[config.mk]
export PLATFORM = sky130hd
export DESIGN_NAME = sdf_arc_expander_unit
export DESIGN_NICKNAME = d
export VERILOG_FILES = /design/src/rtl/sae_pkg.sv /design/src/rtl/sdf_arc_expander_unit.sv /design/src/rtl/sae_divider.sv /design/src/rtl/sae_datapath.sv /design/src/rtl/sae_ctrl.sv
export VERILOG_INCLUDE_DIRS = /design/src /design/src/rtl
export SDC_FILE = /design/constraint.sdc
export NUM_CORES = 1
export LEC_CHECK = 0
export ABC_AREA = 1
export BUFFER_PORTS_ARGS = -buffer_cell sky130_fd_sc_hd__buf_2
export CORE_ASPECT_RATIO = 0.75
export CORE_MARGIN = 2
export CORE_UTILIZATION = 61
export DETAILED_ROUTE_END_ITERATION = 12
export PLACE_DENSITY_LB_ADDON = 0.08
export SLEW_MARGIN = 25
export SYNTH_ARGS = -nofsm -noshare
export SYNTH_HDL_FRONTEND = slang
export SYNTH_SLANG_ARGS = --single-unit
[constraint.sdc]
create_clock -name clk_i -period 5.9 [get_ports clk_i]
set_input_delay 0.59 -clock clk_i [delete_from_list [all_inputs] [get_ports clk_i]]
set_output_delay 0.59 -clock clk_i [all_outputs]
set_load 0.005 [all_outputs]
[src/rtl/sdf_arc_expander_unit_defines.svh]
// assertion macros shared by the sdf arc expander rtl
// depends on clk_i and rst_ni being visible in the including module
`ifndef SDF_ARC_EXPANDER_UNIT_DEFINES_SVH
`define SDF_ARC_EXPANDER_UNIT_DEFINES_SVH

// checked on every edge once reset is released
`define SAE_ASSERT(lbl, prop, msg) \
  lbl: assert property (@(posedge clk_i) disable iff (!rst_ni) prop) else $error(msg);

// checked on every edge, reset included
`define SAE_ASSERT_ALWAYS(lbl, prop, msg) \
  lbl: assert property (@(posedge clk_i) prop) else $error(msg);

`endif

[src/rtl/sae_pkg.sv]
// types, widths and constants of the sdf arc expander
// no dependencies
`timescale 1ns / 1ps
`default_nettype none

package sae_pkg;

  localparam int unsigned MAX_REPS_DEF = 32;
  localparam int unsigned MAX_RATE_DEF = 255;
  localparam int unsigned RUN_LIMIT    = 64;

  localparam int unsigned RATE_W  = 8;
  localparam int unsigned REPS_W  = 6;
  localparam int unsigned DLYIN_W = 16;
  localparam int unsigned TOT_W   = RATE_W + REPS_W;
  localparam int unsigned DLY_W   = 17;
  localparam int unsigned KCNT_W  = $clog2(RUN_LIMIT);
  localparam int unsigned DIV_STEPS = DLYIN_W;
  localparam int unsigned DIV_CNT_W = $clog2(DIV_STEPS);

  typedef struct packed {
    logic [RATE_W-1:0]  produce_rate;
    logic [RATE_W-1:0]  consume_rate;
    logic [DLYIN_W-1:0] initial_delays;
    logic [REPS_W-1:0]  src_reps;
    logic [REPS_W-1:0]  dest_reps;
  } sae_in_t;

  typedef struct packed {
    logic [REPS_W-1:0] src_fire_idx;
    logic [REPS_W-1:0] dst_fire_idx;
    logic [RATE_W-1:0] src_first_sample;
    logic [RATE_W-1:0] dest_first_sample;
    logic [RATE_W-1:0] token_count;
    logic [DLY_W-1:0]  arc_delay;
    logic              last;
    logic              rate_error;
  } sae_out_t;

  // controller to datapath
  typedef struct packed {
    logic load;
    logic div_start;
    logic div_sel;
    logic take_q1;
    logic take_q2;
    logic emit_err;
    logic step;
  } sae_cmd_t;

  // datapath to controller
  typedef struct packed {
    logic bad_operand;
    logic div_done;
    logic out_free;
    logic arc_final;
  } sae_sts_t;

  typedef enum logic [2:0] {
    ST_IDLE,
    ST_CHECK,
    ST_ERR,
    ST_DIV1,
    ST_START2,
    ST_DIV2,
    ST_WALK
  } sae_state_e;

  localparam logic DIV_SEL_DELAY = 1'b0;
  localparam logic DIV_SEL_OFFS  = 1'b1;

endpackage

`default_nettype wire

[src/rtl/sdf_arc_expander_unit.sv]
// Expands one multirate dataflow arc (producer and consumer rates, initial
// delays, repetition counts) into its run of homogeneous arcs, one output beat
// per arc, with last on the final beat and rate_error on a rate overrun, a run
// that reaches 64 arcs with tokens left, or a bad operand (single error beat).
// One input beat is handled at a time: after acceptance, the check state
// tests the operands and starts the shared radix-2 divider, which splits
// the delay by the period token count; the restart state starts it again
// to split the offset by the consumer rate; arcs then leave at one per
// cycle while the output side takes them, and output stalls hold the walk.
// A run has at most 64 arcs. A bad operand goes from the check state to the
// error state, which registers its single beat once the output is free.
// in_ready_o rises again as soon as the last beat is registered, so the
// next input beat can then be taken.
// Depends on sae_pkg, sae_ctrl, sae_datapath and sae_divider.
`timescale 1ns / 1ps
`default_nettype none

module sdf_arc_expander_unit
  import sae_pkg::*;
#(
  parameter int unsigned MAX_REPS = MAX_REPS_DEF,  // largest accepted rep count
  parameter int unsigned MAX_RATE = MAX_RATE_DEF   // largest accepted rate
) (
  input  wire logic    clk_i,
  input  wire logic    rst_ni,
  // input beat: one multirate arc
  input  wire logic    in_valid_i,
  output logic         in_ready_o,
  input  wire sae_in_t in_data_i,
  // output beat: one homogeneous arc
  output logic         out_valid_o,
  input  wire logic    out_ready_i,
  output sae_out_t     out_data_o
);

  // command and status between sequencer and datapath
  sae_cmd_t cmd;
  sae_sts_t sts;

  // sequencer: operand check, then an error beat or two divisions and the arc walk
  sae_ctrl u_ctrl (
    .clk_i      (clk_i),
    .rst_ni     (rst_ni),
    .in_valid_i (in_valid_i),
    .in_ready_o (in_ready_o),
    .sts_i      (sts),
    .cmd_o      (cmd)
  );

  // datapath: operand capture, divider, walk registers, output register
  sae_datapath #(
    .MAX_REPS (MAX_REPS),
    .MAX_RATE (MAX_RATE)
  ) u_dp (
    .clk_i       (clk_i),
    .rst_ni      (rst_ni),
    .in_data_i   (in_data_i),
    .cmd_i       (cmd),
    .sts_o       (sts),
    .out_valid_o (out_valid_o),
    .out_ready_i (out_ready_i),
    .out_data_o  (out_data_o)
  );

endmodule

`default_nettype wire

[src/rtl/sae_divider.sv]
// iterative restoring divider, one quotient bit per cycle
// depends on sae_pkg
`timescale 1ns / 1ps
`default_nettype none

module sae_divider
  import sae_pkg::*;
(
  input  wire logic               clk_i,
  input  wire logic               rst_ni,
  input  wire logic               start_i,
  input  wire logic [DLYIN_W-1:0] dividend_i,
  input  wire logic [TOT_W-1:0]   divisor_i,
  output logic                    done_o,
  output logic [DLYIN_W-1:0]      quot_o,
  output logic [TOT_W-1:0]        rem_o
);

  logic [DIV_CNT_W-1:0] cnt_q, cnt_d;
  logic                 busy_q, busy_d;
  logic                 done_q, done_d;
  logic [DLYIN_W-1:0]   quo_q, quo_d;
  logic [TOT_W-1:0]     rem_q, rem_d;
  logic [TOT_W-1:0]     dvs_q, dvs_d;
  logic [TOT_W:0]       trial;
  logic                 ge;

  assign trial = {rem_q, quo_q[DLYIN_W-1]};
  assign ge    = trial >= {1'b0, dvs_q};

  always_comb begin
    cnt_d  = cnt_q;
    busy_d = busy_q;
    done_d = 1'b0;
    quo_d  = quo_q;
    rem_d  = rem_q;
    dvs_d  = dvs_q;
    if (start_i) begin
      cnt_d  = '0;
      busy_d = 1'b1;
      quo_d  = dividend_i;
      rem_d  = '0;
      dvs_d  = divisor_i;
    end else if (busy_q) begin
      quo_d = {quo_q[DLYIN_W-2:0], ge};
      rem_d = ge ? TOT_W'(trial - {1'b0, dvs_q}) : trial[TOT_W-1:0];
      cnt_d = cnt_q + 1'b1;
      if (cnt_q == DIV_CNT_W'(DIV_STEPS - 1)) begin
        busy_d = 1'b0;
        done_d = 1'b1;
      end
    end
  end

  always_ff @(posedge clk_i or negedge rst_ni) begin
    if (!rst_ni) begin
      cnt_q  <= '0;
      busy_q <= 1'b0;
      done_q <= 1'b0;
    end else begin
      cnt_q  <= cnt_d;
      busy_q <= busy_d;
      done_q <= done_d;
    end
  end

  always_ff @(posedge clk_i) begin
    quo_q <= quo_d;
    rem_q <= rem_d;
    dvs_q <= dvs_d;
  end

  assign done_o = done_q;
  assign quot_o = quo_q;
  assign rem_o  = rem_q;

endmodule

`default_nettype wire

[src/rtl/sae_datapath.sv]
// operand registers, arc walk state and output register
// depends on sae_pkg, sae_divider and the assertion macro header
`timescale 1ns / 1ps
`default_nettype none
`include "sdf_arc_expander_unit_defines.svh"

module sae_datapath
  import sae_pkg::*;
#(
  parameter int unsigned MAX_REPS = MAX_REPS_DEF,
  parameter int unsigned MAX_RATE = MAX_RATE_DEF
) (
  input  wire logic     clk_i,
  input  wire logic     rst_ni,
  input  wire sae_in_t  in_data_i,
  input  wire sae_cmd_t cmd_i,
  output sae_sts_t      sts_o,
  output logic          out_valid_o,
  input  wire logic     out_ready_i,
  output sae_out_t      out_data_o
);

  // captured operands
  logic [RATE_W-1:0]  p_q, q_q;
  logic [DLYIN_W-1:0] d_q;
  logic [REPS_W-1:0]  vs_q, vd_q;
  logic [TOT_W-1:0]   total_q;
  logic               bad_q;
  logic               bad_in;

  // walk state
  logic [REPS_W-1:0]       si_q, di_q;
  logic [RATE_W-1:0]       ss_q, ds_q;
  logic [DLY_W-1:0]        dly_q;
  logic signed [TOT_W:0]   remain_q;
  logic [KCNT_W-1:0]       k_q;

  // output register
  logic     out_valid_q;
  sae_out_t out_q;

  // divider
  logic [DLYIN_W-1:0] div_dividend, div_quot;
  logic [TOT_W-1:0]   div_divisor, div_rem;
  logic               div_done;

  // next arc
  logic [RATE_W-1:0]     sleft, dleft, cnt;
  logic [RATE_W-1:0]     ss_n, ds_n;
  logic [REPS_W-1:0]     si_inc, di_inc, si_n, di_n;
  logic                  si_adv, di_adv;
  logic [DLY_W-1:0]      dly_n;
  logic signed [TOT_W:0] remain_n;
  logic                  neg, zero, limit, final_arc;
  sae_out_t              arc_beat, err_beat;

  assign bad_in = (in_data_i.produce_rate == '0) || (in_data_i.consume_rate == '0) ||
                  (in_data_i.src_reps == '0) || (in_data_i.dest_reps == '0) ||
                  (7'(in_data_i.src_reps) > 7'(MAX_REPS)) ||
                  (7'(in_data_i.dest_reps) > 7'(MAX_REPS)) ||
                  (17'(in_data_i.produce_rate) > 17'(MAX_RATE)) ||
                  (17'(in_data_i.consume_rate) > 17'(MAX_RATE));

  assign div_dividend = (cmd_i.div_sel == DIV_SEL_OFFS) ? DLYIN_W'(div_rem) : d_q;
  assign div_divisor  = (cmd_i.div_sel == DIV_SEL_OFFS) ? TOT_W'(q_q) : total_q;

  sae_divider u_div (
    .clk_i      (clk_i),
    .rst_ni     (rst_ni),
    .start_i    (cmd_i.div_start),
    .dividend_i (div_dividend),
    .divisor_i  (div_divisor),
    .done_o     (div_done),
    .quot_o     (div_quot),
    .rem_o      (div_rem)
  );

  always_comb begin
    sleft  = p_q - ss_q;
    dleft  = q_q - ds_q;
    si_adv = 1'b0;
    di_adv = 1'b0;
    if (sleft == dleft) begin
      cnt    = sleft + 1'b1;
      ss_n   = RATE_W'(1);
      ds_n   = RATE_W'(1);
      si_adv = 1'b1;
      di_adv = 1'b1;
    end else if (sleft < dleft) begin
      cnt    = sleft + 1'b1;
      ss_n   = RATE_W'(1);
      ds_n   = ds_q + cnt;
      si_adv = 1'b1;
    end else begin
      cnt    = dleft + 1'b1;
      ds_n   = RATE_W'(1);
      ss_n   = ss_q + cnt;
      di_adv = 1'b1;
    end
    si_inc = si_adv ? si_q + 1'b1 : si_q;
    di_inc = di_adv ? di_q + 1'b1 : di_q;
    si_n   = (si_inc > vs_q) ? REPS_W'(1) : si_inc;
    di_n   = (di_inc > vd_q) ? REPS_W'(1) : di_inc;
    dly_n  = (di_inc > vd_q) ? dly_q + 1'b1 : dly_q;

    remain_n  = remain_q - $signed({{(TOT_W + 1 - RATE_W){1'b0}}, cnt});
    neg       = remain_n < 0;
    zero      = remain_n == 0;
    limit     = k_q == KCNT_W'(RUN_LIMIT - 1);
    final_arc = neg || zero || limit;

    arc_beat.src_fire_idx      = si_q;
    arc_beat.dst_fire_idx      = di_q;
    arc_beat.src_first_sample  = ss_q;
    arc_beat.dest_first_sample = ds_q;
    arc_beat.token_count       = cnt;
    arc_beat.arc_delay         = dly_q;
    arc_beat.last              = final_arc;
    arc_beat.rate_error        = neg || (!zero && limit);

    err_beat            = '0;
    err_beat.last       = 1'b1;
    err_beat.rate_error = 1'b1;
  end

  always_ff @(posedge clk_i) begin
    if (cmd_i.load) begin
      p_q     <= in_data_i.produce_rate;
      q_q     <= in_data_i.consume_rate;
      d_q     <= in_data_i.initial_delays;
      vs_q    <= in_data_i.src_reps;
      vd_q    <= in_data_i.dest_reps;
      total_q <= TOT_W'(in_data_i.dest_reps) * TOT_W'(in_data_i.consume_rate);
      bad_q   <= bad_in;
    end
    if (cmd_i.take_q1) begin
      dly_q <= DLY_W'(div_quot);
    end
    if (cmd_i.take_q2) begin
      di_q     <= REPS_W'(div_quot) + 1'b1;
      ds_q     <= RATE_W'(div_rem) + 1'b1;
      si_q     <= REPS_W'(1);
      ss_q     <= RATE_W'(1);
      remain_q <= $signed({1'b0, total_q});
      k_q      <= '0;
    end
    if (cmd_i.step) begin
      si_q     <= si_n;
      di_q     <= di_n;
      ss_q     <= ss_n;
      ds_q     <= ds_n;
      dly_q    <= dly_n;
      remain_q <= remain_n;
      k_q      <= k_q + 1'b1;
    end
    if (cmd_i.step) begin
      out_q <= arc_beat;
    end else if (cmd_i.emit_err) begin
      out_q <= err_beat;
    end
  end

  always_ff @(posedge clk_i or negedge rst_ni) begin
    if (!rst_ni) begin
      out_valid_q <= 1'b0;
    end else if (cmd_i.step || cmd_i.emit_err) begin
      out_valid_q <= 1'b1;
    end else if (out_ready_i) begin
      out_valid_q <= 1'b0;
    end
  end

  assign sts_o.bad_operand = bad_q;
  assign sts_o.div_done    = div_done;
  assign sts_o.out_free    = !out_valid_q || out_ready_i;
  assign sts_o.arc_final   = final_arc;

  assign out_valid_o = out_valid_q;
  assign out_data_o  = out_q;

  `SAE_ASSERT(a_err_only_on_last, out_valid_q && !out_q.last |-> !out_q.rate_error, "error flag on non-final arc")
  `SAE_ASSERT(a_arc_has_tokens, out_valid_q && !out_q.last |-> out_q.token_count != '0, "empty arc mid-run")
  `SAE_ASSERT(a_no_overwrite, (cmd_i.step || cmd_i.emit_err) |-> (!out_valid_q || out_ready_i), "output beat overwritten")

endmodule

`default_nettype wire

[src/rtl/sae_ctrl.sv]
// sequencing state machine of the arc expander
// depends on sae_pkg and the assertion macro header
`timescale 1ns / 1ps
`default_nettype none
`include "sdf_arc_expander_unit_defines.svh"

module sae_ctrl
  import sae_pkg::*;
(
  input  wire logic     clk_i,
  input  wire logic     rst_ni,
  input  wire logic     in_valid_i,
  output logic          in_ready_o,
  input  wire sae_sts_t sts_i,
  output sae_cmd_t      cmd_o
);

  sae_state_e state_q, state_d;

  always_ff @(posedge clk_i or negedge rst_ni) begin
    if (!rst_ni) begin
      state_q <= ST_IDLE;
    end else begin
      state_q <= state_d;
    end
  end

  always_comb begin
    state_d       = state_q;
    cmd_o         = '0;
    cmd_o.div_sel = DIV_SEL_DELAY;
    in_ready_o    = 1'b0;
    unique case (state_q)
      ST_IDLE: begin
        in_ready_o = 1'b1;
        if (in_valid_i) begin
          cmd_o.load = 1'b1;
          state_d    = ST_CHECK;
        end
      end
      ST_CHECK: begin
        if (sts_i.bad_operand) begin
          state_d = ST_ERR;
        end else begin
          cmd_o.div_start = 1'b1;
          state_d         = ST_DIV1;
        end
      end
      ST_ERR: begin
        if (sts_i.out_free) begin
          cmd_o.emit_err = 1'b1;
          state_d        = ST_IDLE;
        end
      end
      ST_DIV1: begin
        if (sts_i.div_done) begin
          cmd_o.take_q1 = 1'b1;
          state_d       = ST_START2;
        end
      end
      ST_START2: begin
        cmd_o.div_start = 1'b1;
        cmd_o.div_sel   = DIV_SEL_OFFS;
        state_d         = ST_DIV2;
      end
      ST_DIV2: begin
        if (sts_i.div_done) begin
          cmd_o.take_q2 = 1'b1;
          state_d       = ST_WALK;
        end
      end
      ST_WALK: begin
        if (sts_i.out_free) begin
          cmd_o.step = 1'b1;
          if (sts_i.arc_final) begin
            state_d = ST_IDLE;
          end
        end
      end
      default: begin
        state_d = ST_IDLE;
      end
    endcase
  end

  `SAE_ASSERT(a_step_needs_room, cmd_o.step |-> sts_i.out_free, "arc stepped into a full output")
  `SAE_ASSERT(a_err_needs_bad, cmd_o.emit_err |-> sts_i.bad_operand, "error beat without bad operand")
  `SAE_ASSERT(a_busy_after_load, cmd_o.load |=> !in_ready_o, "new beat taken mid-run")
  `SAE_ASSERT_ALWAYS(a_start_no_early_done, rst_ni && cmd_o.div_start |=> !sts_i.div_done, "divider done too early")

endmodule

`default_nettype wire
=== Yosys cells after proc, flatten, opt, wreduce, memory -nomap -nowiden ===
Index checks and enable logic that the tools add are counted.

* Flip-flop bits (word level): 234
* Input port bits: 48

* Add/subtract/negate cells: 15
* Multiply operators: 1
* Order comparisons: 7
* Equality and inequality tests: 16
* Multiplexer cells: 66
* Reduce and logical (&&, ||, !) cells: 26

{| class="wikitable"
|+ Operators by type and width
! operator !! number
|-
| 55-bit 2-to-1 mux || 2
|-
| 8-bit 2-to-1 mux || 11
|-
| 6-bit 2-to-1 mux || 10
|-
| 17-bit 2-to-1 mux || 3
|-
| 16-bit 2-to-1 mux || 3
|-
| 32-bit logical NOT || 1
|-
| 15-bit 2-to-1 mux || 2
|-
| 6-bit by 1-bit adder with 6-bit output, second input constant || 4
|-
| 8-bit by 1-bit adder with 8-bit output, second input constant || 3
|-
| 1-bit 2-to-1 mux || 24
|-
| 3-bit one-hot mux with 7 select lines || 1
|-
| 3-bit 2-to-1 mux || 6
|-
| 17-bit by 1-bit adder with 17-bit output, second input constant || 1
|-
| 8-bit adder || 2
|-
| 8-bit logical NOT || 2
|-
| 8-bit subtractor || 2
|-
| 15-bit by 14-bit >= comparator with 1-bit output || 1
|-
| 15-bit by 1-bit less-than comparator with 1-bit output, second input constant || 1
|-
| 15-bit by 9-bit subtractor with 15-bit output || 1
|-
| 6-bit by 8-bit multiplier with 14-bit output || 1
|-
| 14-bit 2-to-1 mux || 1
|-
| 14-bit subtractor || 1
|-
| 6-bit > comparator || 2
|-
| 6-bit > comparator, second input constant || 2
|-
| 20 further kinds || 44
|}

=== Logic depth before layout (Yosys ltp) ===
Gate-level depths: netlist of the first run.

* Word-level depth: 11
* Gate-level depth with buffers: 40
* Mapped depth without buffers: 38

=== Hierarchy ===
From an unflattened synthesis of the first run, not the netlist that was laid out.

* Cells, all modules: 1741
* Area total of the unflattened synthesis: 15082.0 um^2

{| class="wikitable"
|+ Modules (own cells, without submodules)
! module !! times used !! cells each !! area an instance (um^2) !! sequential area each (um^2)
|-
| sae_datapath || 1 || 1322 || 11890.2 || 5430.2
|-
| sae_divider || 1 || 378 || 2917.8 || 1331.3
|-
| sae_ctrl || 1 || 41 || 274.0 || 75.1
|}

=== Worst setup path before layout of the first run ===
OpenSTA, ideal clock, no wires.

* Path type: flip-flop to flip-flop
* Start point: reg u_dp.ds_q[2]
* End point: reg u_dp.out_q (netlist bit u_dp.out_data_o[0]) (data pin)
* Setup time: 0.269 ns
* Arrival time: 4.565 ns
* Data required time: 5.631 ns
* Setup slack: 1.065 ns
* Stages on the path, launching flop included: 36
* Buffers on the path: 2
* Clock period less this slack: 4.835 ns
* Cell sequence: edfxtp_1 -> inv_1 -> ha_1 -> a21oi_2 -> nand2_1 -> nand2_2 -> nand2_1 -> nand2_1 -> a21oi_1 -> nor2_1 -> xor2_1 -> ha_1 -> a31o_2 -> nor2_2 -> nand2_4 -> nand2_4 -> buf_6 -> clkbuf_1 -> o21ai_0 -> ha_1 -> a21oi_1 -> inv_1 -> a21oi_1 -> inv_1 -> nand3_1 -> nand2_1 -> nand3_1 -> nand2_2 -> nand2_2 -> nand3_1 -> nand2_1 -> nand2_1 -> nor2_1 -> nand3_2 -> nand2_1 -> nand3_1

* Cells in the longest elaborated chain, start to end: 10
* Elaborated cells between the ends (all ways): 13
* Classes of those cells: add/sub: 3; order compare: 2; eq/ne: 1; mux: 3; reduce/logical: 4

{| class="wikitable"
|+ Ends and longest elaborated chain
! what !! line !! source
|-
| start: declaration || sae_datapath.sv:33 || <nowiki>logic [RATE_W-1:0] ss_q, ds_q;</nowiki>
|-
| start signal: assignment || sae_datapath.sv:141 || <nowiki>ds_q <= RATE_W'(div_rem) + 1'b1;</nowiki>
|-
| start signal: assignment || sae_datapath.sv:151 || <nowiki>ds_q <= ds_n;</nowiki>
|-
| 8-bit subtractor (*) || sae_datapath.sv:80 || <nowiki>dleft = q_q - ds_q;</nowiki>
|-
| 8-bit by 1-bit adder with 8-bit output / 8-bit less-than comparator (equally long branches) || sae_datapath.sv:95, sae_datapath.sv:89 ||
|-
| 8-bit 2-to-1 mux || sae_datapath.sv:89 || <nowiki>end else if (sleft < dleft) begin</nowiki>
|-
| 8-bit 2-to-1 mux (*) || sae_datapath.sv:83 || <nowiki>if (sleft == dleft) begin</nowiki>
|-
| 15-bit by 9-bit subtractor with 15-bit output (*) || sae_datapath.sv:106 || <nowiki>remain_n = remain_q - $signed({{(TOT_W + 1 - RATE_W){1'b0}}, cnt});</nowiki>
|-
| parallel branches: the longest is 3 deep, another holds 15-bit by 1-bit less-than comparator with 1-bit output || - ||
|-
| 1-bit logical OR (*) || sae_datapath.sv:119 || <nowiki>arc_beat.rate_error = neg || (!zero && limit);</nowiki>
|-
| 55-bit 2-to-1 mux (*) || sae_datapath.sv:156 || <nowiki>if (cmd_i.step) begin</nowiki>
|-
| end signal: assignment || sae_datapath.sv:157 || <nowiki>out_q <= arc_beat;</nowiki>
|-
| end signal: assignment || sae_datapath.sv:159 || <nowiki>out_q <= err_beat;</nowiki>
|-
| end: declaration || sae_datapath.sv:40 || <nowiki>sae_out_t out_q;</nowiki>
|}

Mark *: on every way between the ends.
A chain may end at the register's enable or synchronous reset.

==> results of run 1 <==
[routing by layer]
layer  vias up  GRT usage  part of all wire
met1      5268      0.439              0.46
li1       5429          -                 -
met4         0     0.0578             0.014
met2       414      0.421              0.43
met5         -    0.00200                 0
met3        38     0.0500             0.095
[layout make-up]
type | instances | area (µm²)
Tap cell | 300 | 375
Fill cell | 1809 | 7010
Timing Repair Buffer | 115 | 606
Clock inverter | 7 | 145
Clock buffer | 37 | 689
Inverter | 278 | 1040
Multi-Input combinational cell | 1021 | 6360
Sequential cell | 234 | 6840
[kinds of logic (layout without fill, tap and decap cells)]
group,count (synthesis),after routing,synth area share
fa+ha+maj,127,127,0.127
buf+inv,312,437,0.0823
mux,1,1,0.000785
flops,234,234,0.477
xor+xnor,64,64,0.0391
compound gates,236,236,0.0928
simple gates,593,593,0.181
[flip-flops by register name, summed over array words and instances (netlist names), 14 cells and up]
name / count
u_dp.u_div.quot_o: 16
u_dp.total_q: 14
u_dp.dly_q: 17
u_dp.d_q: 16
u_dp.u_div.dvs_q: 14
u_dp.out_data_o: 55
u_dp.u_div.rem_o: 14
u_dp.remain_q: 15
[worst register-to-register path: cells and delay by family, from the launching register on]
family	cells	cell delay, ns
buffers and inverters	1	0.06
adder cells (fa/ha/maj)	4	1.17
AO/OA/AOI/OAI	5	0.93
flip-flops	1	0.35
XOR/XNOR	1	0.28
AND/OR/NAND/NOR	21	2.28
[final timing paths]
check | end | startpoint
min in group asynchronous | u_ctrl.state_q[2] | rst_ni
min | u_dp.d_q[13] | in_data_i[25]
max | u_dp.out_data_o[0] | u_dp.ds_q[2]
min reg2reg | u_dp.u_div.rem_o[10] | u_dp.u_div.rem_o[10]
max in group asynchronous | u_dp.u_div.cnt_q[2] | rst_ni
max reg2reg | u_dp.out_data_o[0] | u_dp.ds_q[2]
[cell usage after synthesis, drive strengths merged, types with 2 or more instances]
| library cell | n | area [µm²] |
|---|---|---|
| a21oi | 92 | 464 |
| a22o | 3 | 26.3 |
| a22oi | 6 | 45.0 |
| a31oi | 8 | 50.1 |
| a32o | 2 | 20.0 |
| buf | 6 | 31.3 |
| clkbuf | 28 | 105 |
| dfrtp | 10 | 250 |
| dfxtp | 14 | 280 |
| edfxtp | 210 | 6310 |
| fa | 31 | 621 |
| ha | 96 | 1200 |
| inv | 277 | 1040 |
| nand2 | 286 | 1150 |
| nand3 | 62 | 388 |
| nand3b | 2 | 15.0 |
| nand4 | 16 | 106 |
| nor2 | 187 | 722 |
| nor3 | 26 | 130 |
| nor3b | 2 | 15.0 |
| nor4 | 7 | 43.8 |
| o211ai | 7 | 52.6 |
| o21ai | 79 | 395 |
| o21bai | 3 | 22.5 |
| o221ai | 2 | 17.5 |
| o22ai | 20 | 125 |
| o31ai | 6 | 45.0 |
| o32ai | 3 | 26.3 |
| or2 | 4 | 25.0 |
| xnor2 | 22 | 193 |
| xor2 | 42 | 368 |
[where the power goes]
part | internal [mW] | switching [mW] | leakage [nW] | total (mW)
Clock | 0.979 | 0.630 | 0.404 | 1.61
Combinational | 1.45 | 2.61 | 4.76 | 4.06
Sequential | 2.40 | 0.292 | 2.21 | 2.69
Total | 4.82 | 3.54 | 7.37 | 8.36
[repair_timing]
| action | 4_1_cts | 5_1_grt |
|---|---|---|
| hold buffers | 1 | 0 |
| gates resized for setup | 0 | 0 |
| hold endpoints to repair | 10 | 0 |
==> reports/metrics.csv, run 1 <==
stage;metric;value;unit
grt;grt_pass1_vias;10500;
timing;min_period;5.35;ns
hold_path;hold_depth;1;
finish;final_nets;1849;
timing;fin_crit_sh;0.907;
detailed_routing;drtIter0Drc;1048;
setup_path;endpoint_kind;flip-flop;
finish;syn_to_final_growth;11.9;%
detailed_routing;vias;11100;
hold_path;hold_class;primary input to flip-flop;
die;start_util;0.622;
timing;skew;0.00880;ns
die;rows;48;
placed_design;place_hpwl;25700;µm
die;core_area;23100;µm²
placed_design;place.gp.congestion;0.958;
timing;tightest_slew;0.971;ns
cts;cts_buffer_depth;3;
setup_path;worstRegToRegCells;32;
synthesis;ys_seq_area_frac;0.477;
synthesis;ys_types;51;
placed_design;dp_cells;1947;
finish;final_cells;1992;
finish;final_area;16100;µm²
finish;drive_gt1_frac;0.121;
detailed_routing;wl_per_cell;17.3;µm
cts;cts.clk_slew.worst_paths;0.07;ns
timing;finalHoldViolations;0;
setup_path;cp.required;6.14;ns
cts;root_buffer;clkbuf_16;
flow_run;maxCapViolCount;0;
power;total_leakage_power;7.38;nW
synthesis;synth_cells;1567;
die;die_area;24800;µm²
setup_path;crit_path_max_fanout;23;
setup_path;arrival;5.60;ns
timing;tns;0;ns
finish;final_util;0.696;
power;power_density;521;nW/µm²
detailed_routing;ant_nets;0;
die;die_y;137;µm
synthesis;synthFlopType;edfxtp_1;
synthesis;synth-seq-cells;234;
detailed_routing;avgViaCountPerCell;5.60;
power;power;8.36;mW
finish;n_antenna_cell;0;
timing;rsz0062_at_grt;false;
grt;antenna_found_initial;0;
synthesis;synthArstFlopShare;0.0427;
placed_design;dpl_cell_area;15200;µm²
grt;grt_overflow;0;
placed_design;place_worst_setup_slack;0.685;ns
setup_path;slowest_stage;ha_1;
grt;track_usage;0.284;
timing;max_slew_margin;0.351;
setup_path;crit_top_cell;nand2_1;
finish;final_common_cell;inv_1;
detailed_routing;drt_wl_total;34500;µm
cts;cts_max_level;1;
die;io_pins;105;
cts;cts_tree;done;
setup_path;cpLargestDelayFamily;simple AND/OR/NAND/NOR gates;
setup_path;path_buf_inv;1;
synthesis;synth_edf_count;210;
timing;finalSetupViolCount;0;
synthesis;syn_avg_cell_area;9.15;µm²
timing;postLayoutSetupSlackWorst;0.547;ns
synthesis;synth_nets;1742;
grt;grt_pass1_wl;54900;µm
timing;hold_ws;0.236;ns
die;die_w;181;µm
setup_path;crit_path_max_incr_delay;0.37;ns
setup_path;rrSetupSlack;0.55;ns
placed_design;port_buffers;104;
cts;cts_sinks;234;
setup_path;crit_type;flip-flop to flip-flop;
outcome;status;complete, no violations;
synthesis;yosysWarnings;0;
cts;cts_setup_buffers;0;
detailed_routing;first_pass_iters;5;
power;vdd_drop_max;463;µV
setup_path;start_kind;flip-flop;
cts;cts_buffers;24;
detailed_routing;post-route-drc-count;0;
finish;final_cell_mix;270 x inv_1, 266 x nand2_1, 210 x edfxtp_1, 177 x nor2_1, 104 x buf_2;
setup_path;worst-path-stages;32;
grt;grt_max_degree;84;
synthesis;syn_area;14300;µm²
timing;drv_slew;0;
cts;clk_latency;0.53;ns
timing;achievable-frequency;187;MHz
Note: power is estimated with default switching activity, not from simulation.
==> run 2: changes to the inputs <==
--- a/config.mk
+++ b/config.mk
@@ -8,7 +8,6 @@
 export LEC_CHECK = 0
 export ABC_AREA = 1
 export BUFFER_PORTS_ARGS = -buffer_cell sky130_fd_sc_hd__buf_2
-export CORE_ASPECT_RATIO = 0.75
 export CORE_MARGIN = 2
 export CORE_UTILIZATION = 61
 export DETAILED_ROUTE_END_ITERATION = 12
==> reports/metrics.csv, run 2 (synthesis results as in run 1) <==
stage;metric;value;unit
outcome;status;complete, no violations;
power;switchingPower;3.50;mW
finish;final_nets;1852;
grt;grt_pass1_wl;51600;µm
hold_path;hold_class;primary input to flip-flop;
die;io_pins;105;
setup_path;crit_path_start;u_dp.ds_q[2];
power;clockPowerShare;0.192;
cts;cts_setup_buffers;0;
power;combPwrFrac;0.484;
setup_path;endpoint;u_dp.out_data_o[0];
setup_path;path_buf_inv;2;
setup_path;cpLargestDelayFamily;simple AND/OR/NAND/NOR gates;
placed_design;dpl_cell_area;15300;µm²
timing;min_period;5.20;ns
grt;grt_pass1_vias;10200;
grt;grt_max_degree;60;
setup_path;crit_path_max_fanout;23;
setup_path;slowest_stage;fa_1;
setup_path;r2r_end;u_dp.out_data_o[0];
setup_path;timing.rr.start;u_dp.ds_q[2];
setup_path;endpoint_kind;flip-flop;
die;die_y;157;µm
finish;syn_to_final_growth;12.2;%
finish;multi_input_area;6360;µm²
cts;cts_max_level;1;
detailed_routing;drtIter0Drc;866;
timing;achievable-frequency;192;MHz
timing;skew;0.0103;ns
placed_design;port_buffers;104;
cts;cts_resized;0;
cts;cts.clk_slew.worst_paths;0.06;ns
detailed_routing;vias;11000;
timing;fin_crit_sh;0.881;
die;rows;56;
finish;final_area;16100;µm²
timing;finalHoldViolations;0;
detailed_routing;first_pass_iters;6;
setup_path;crit_type;flip-flop to flip-flop;
power;netSwitchingFraction;0.422;
timing;drv_slew;0;
flow_run;maxCapViolCount;0;
grt;track_usage;0.268;
setup_path;crit_path_max_incr_delay;0.47;ns
detailed_routing;drt_wl_total;32800;µm
die;core_area;23300;µm²
grt;antenna_found_initial;0;
setup_path;crit_top_cell;nand2_1;
finish;final_common_cell;inv_1;
cts;cts_sinks;234;
power;total_leakage_power;7.39;nW
timing;tns;0;ns
power;power_frac_seq;0.323;
cts;cts_buffers;25;
finish;final_cell_mix;270 x inv_1, 266 x nand2_1, 210 x edfxtp_1, 177 x nor2_1, 104 x buf_2;
power;vdd_drop_max;300;µV
die;die_w;157;µm
timing;tightest_slew;0.986;ns
finish;fill_cells;1887;
cts;cts_tree;done;
finish;n_antenna_cell;0;
detailed_routing;wl_per_cell;16.3;µm
cts;root_buffer;clkbuf_16;
placed_design;place_hpwl;24300;µm
setup_path;worstRegToRegCells;31;
timing;max_slew_margin;0.341;
setup_path;rrSetupSlack;0.70;ns
setup_path;arrival;5.44;ns
setup_path;start_kind;flip-flop;
cts;clk_latency;0.53;ns
placed_design;place.gp.congestion;0.898;
finish;regArea;6840;µm²
detailed_routing;post-route-drc-count;0;
finish;largest_reg_flops;55;
setup_path;cp.required;6.14;ns
finish;drive_gt1_frac;0.125;
cts;cts_hold_buf;1;
timing;finalSetupViolCount;0;
die;start_util;0.617;
power;power_density;514;nW/µm²
timing;rsz0062_at_grt;false;
setup_path;worst-path-stages;31;
detailed_routing;ant_nets;0;
cts;cts_buffer_depth;3;
power;intPower;4.78;mW
die;die_area;24800;µm²
detailed_routing;avgViaCountPerCell;5.44;
grt;grt_overflow;0;
-- run 2: changes by cell type in the layout (fill, tap and decap cells not counted), moves of 2 or more --
cell	delta
buf_4	+2
bufinv_16	-2
clkbuf_1	-5
clkinv_2	+3
clkinv_4	+2
-- run 2: worst reg2reg max path: cells and delay by family (launching register included) --
family | cells | cell delay, ns
adder cells (fa/ha/maj) | 3 | 1.14
XOR/XNOR | 1 | 0.24
flip-flops | 1 | 0.36
AO/OA/AOI/OAI | 5 | 0.77
AND/OR/NAND/NOR | 20 | 2.22
buffers and inverters | 2 | 0.20
-- run 2: worst min path at each step --
stage | startpoint | to | slack (ns) | depth (start not counted)
CTS | in_data_i[18] | u_dp.d_q[6] | 0.21 | 1
finish | in_data_i[27] | u_dp.d_q[15] | 0.23 | 1
detailed placement | rst_ni | u_dp.out_valid_o | 0.50 | 1
global route | in_data_i[25] | u_dp.d_q[13] | 0.21 | 1
floorplan | rst_ni | u_ctrl.state_q[0] | 0.29 | 0
global placement | rst_ni | u_dp.out_valid_o | 0.49 | 1
-- run 2: stage by stage --
step / setup WS (ns) / hold slack (ns) / instances / util / power (mW)
after CTS: 0.768 / 0.212 / 2014 / 0.692 / 8.27
after floorplan: 1.07 / 0.294 / 1567 / - / 5.67
after global placement: 1.02 / 0.492 / 1968 / 0.656 / 6.55
after detailed placement: 0.783 / 0.495 / 1968 / 0.656 / 6.66
after global routing: 0.159 / 0.213 / 2014 / 0.692 / 8.95
final: 0.703 / 0.232 / 2014 / 0.692 / 8.28
-- run 2: layout make-up --
type                            instances  area share
Inverter                              278      0.0648
Tap cell                              319      0.0248
Clock inverter                         11     0.00800
Sequential cell                       234       0.425
Multi-Input combinational cell       1021       0.395
Timing Repair Buffer                  117      0.0385
Clock buffer                           34      0.0441
-- run 2: metal layers --
metal | track usage | share of wire
met2 | 0.429 | 0.45
met3 | 0.0383 | 0.078
met5 | 0 | 0
met1 | 0.391 | 0.45
met4 | 0.0580 | 0.015
-- run 2: power groups by stage --
| stage | Combinational, mW | Sequential (mW) | Clock [mW] |
|---|---|---|---|
| after CTS | 3.98 | 2.67 | 1.61 |
| after global placement | 3.86 | 2.69 | 0 |
| after floorplan | 3.06 | 2.61 | 0 |
| final | 4.01 | 2.68 | 1.59 |
| after global routing | 4.57 | 2.71 | 1.67 |
| after detailed placement | 3.96 | 2.70 | 0 |
==> run 3: changes to the inputs <==
--- a/config.mk
+++ b/config.mk
@@ -11,6 +11,7 @@
 export CORE_MARGIN = 2
 export CORE_UTILIZATION = 61
 export DETAILED_ROUTE_END_ITERATION = 12
+export MAX_ROUTING_LAYER = met4
 export PLACE_DENSITY_LB_ADDON = 0.08
 export SLEW_MARGIN = 25
 export SYNTH_ARGS = -nofsm -noshare
==> reports/metrics.csv, run 3 (synthesis results as in run 1) <==
stage;metric;value;unit
cts;cts_max_level;1;
placed_design;dp_cells;1968;
setup_path;crit_path_max_fanout;23;
cts;cts_tree;done;
die;io_pins;105;
hold_path;hold_class;primary input to flip-flop;
power;netSwitchingFraction;0.425;
finish;n_antenna_cell;0;
finish;final_cells;2013;
finish;syn_to_final_growth;11.7;%
finish;regArea;6840;µm²
die;core_area;23300;µm²
finish;final_nets;1852;
setup_path;rrSetupSlack;0.68;ns
finish;multi_input_area;6360;µm²
cts;cts_buffer_depth;3;
timing;tightest_slew;0.935;ns
setup_path;slowest_stage;fa_1;
timing;finalSetupViolCount;0;
outcome;status;complete, no violations;
timing;drv_slew;0;
cts;cts_buffers;25;
detailed_routing;vias;11000;
placed_design;place_hpwl;25100;µm
finish;final_util;0.689;
detailed_routing;wl_met3;2470;µm
timing;finalHoldViolations;0;
detailed_routing;avgViaCountPerCell;5.47;
cts;cts_setup_buffers;0;
die;die_area;24800;µm²
finish;fill_cells;1871;
flow_run;maxCapViolCount;0;
timing;min_period;5.22;ns
setup_path;crit_path_max_incr_delay;0.47;ns
setup_path;worstRegToRegCells;33;
grt;antenna_found_initial;0;
finish;final_cell_mix;270 x inv_1, 266 x nand2_1, 210 x edfxtp_1, 177 x nor2_1, 104 x buf_2;
timing;skew;0.0154;ns
timing;postLayoutSetupSlackWorst;0.684;ns
setup_path;endpoint_kind;flip-flop;
cts;cts_sinks;234;
die;start_util;0.617;
setup_path;start_kind;flip-flop;
timing;tns;0;ns
cts;cts.clk_slew.worst_paths;0.06;ns
die;die_y;157;µm
setup_path;arrival;5.45;ns
detailed_routing;post-route-drc-count;0;
detailed_routing;ant_nets;0;
detailed_routing;drt_wl_total;33600;µm
detailed_routing;wl_per_cell;16.7;µm
power;vdd_drop_max;319;µV
finish;final_common_cell;inv_1;
finish;largest_reg_flops;55;
grt;grt_pass1_wl;53700;µm
grt;grt_overflow;0;
power;clockPowerShare;0.182;
setup_path;crit_type;flip-flop to flip-flop;
detailed_routing;top_layer;met4;
power;switchingPower;3.49;mW
die;rows;56;
timing;achievable-frequency;192;MHz
power;power_density;512;nW/µm²
grt;track_usage;0.288;
placed_design;port_buffers;104;
detailed_routing;wirelength_met1;15100;µm
setup_path;cp.required;6.13;ns
cts;clk_latency;0.52;ns
setup_path;timing.rr.start;u_dp.ds_q[2];
cts;root_buffer;clkbuf_16;
detailed_routing;drtIter0Drc;921;
power;intPower;4.72;mW
hold_path;hold_depth;1;
setup_path;r2r_end;u_dp.out_data_o[0];
grt;grt_max_degree;60;
cts;cts_resized;0;
power;combPwrFrac;0.491;
setup_path;crit_top_cell;nand2_1;
power;power_frac_seq;0.327;
placed_design;place_worst_setup_slack;0.752;ns
hold_path;whs_endpoint;u_dp.d_q[8];
detailed_routing;first_pass_iters;6;
timing;rsz0062_at_grt;false;
timing;hold_ws;0.240;ns
timing;max_slew_margin;0.375;
die;die_w;157;µm
detailed_routing;met2WireLength;15300;µm
hold_path;worstHoldStart;in_data_i[20];
timing;fin_crit_sh;0.884;
power;total_leakage_power;7.35;nW
placed_design;place.gp.congestion;0.888;
grt;grt_pass1_vias;10500;
finish;drive_gt1_frac;0.120;
## run 3: cell types whose count changed in the layout (fill, tap and decap cells not counted)
cell / change
inv_16: -1
clkinv_2: -1
clkbuf_1: +5
clkinvlp_4: +1
clkinv_1: +2
clkinv_4: -2
clkbuf_8: -5
## run 3: how the worst max path moves through the flow
stage	cells past startpoint	end	start
final	33	u_dp.out_data_o[0]	u_dp.ds_q[2]
after global routing	36	u_ctrl.state_q[1]	u_dp.ds_q[2]
after CTS	33	u_dp.out_data_o[0]	u_dp.ds_q[2]
after detailed placement	33	u_dp.out_data_o[0]	u_dp.ds_q[2]
after global placement	33	u_dp.out_data_o[0]	u_dp.ds_q[2]
after floorplan	35	u_dp.out_data_o[0]	u_dp.ds_q[2]
## run 3: per-layer routing
metal,up-vias,GRT usage
met3,52,0.0394
li1,5437,-
met5,-,-
met1,5184,0.406
met4,0,0.0775
met2,329,0.444
## run 3: cell type report
class / count / area share
tap: 319 / 0.0249
timing repair buffer: 117 / 0.0387
clock inverter: 10 / 0.00633
inverter: 278 / 0.0651
sequential: 234 / 0.427
clock buffer: 34 / 0.0412
multi-input combinational: 1021 / 0.397
## run 3: power groups by stage
stage	Sequential, mW	Combinational [mW]	Clock [mW]
floorplan	2.61	3.06	0
global placement	2.70	3.87	0
detailed placement	2.70	3.98	0
CTS	2.67	4.01	1.52
global route	2.72	4.61	1.57
finish	2.68	4.03	1.49
## run 3: stage by stage
stage	area (µm²)	total power [mW]
2_1_floorplan	14300	5.67
3_3_place_gp	15300	6.57
3_5_place_dp	15300	6.68
4_1_cts	16000	8.20
5_1_grt	16000	8.90
6_report	16000	8.21
## run 3: critical path, delay by kind of cell, from the launching register on
kind | cells | cell delay [ns]
AND/OR/NAND/NOR | 22 | 2.17
buffers and inverters | 2 | 0.19
XOR/XNOR | 1 | 0.28
AO/OA/AOI/OAI | 5 | 0.75
flip-flops | 1 | 0.36
adder cells (fa/ha/maj) | 3 | 1.15
## run 3: repair_timing
action | in CTS | in global routing
hold buffers | 1 | 0
setup endpoints to repair | 0 | 0
hold endpoints to repair | 10 | 0
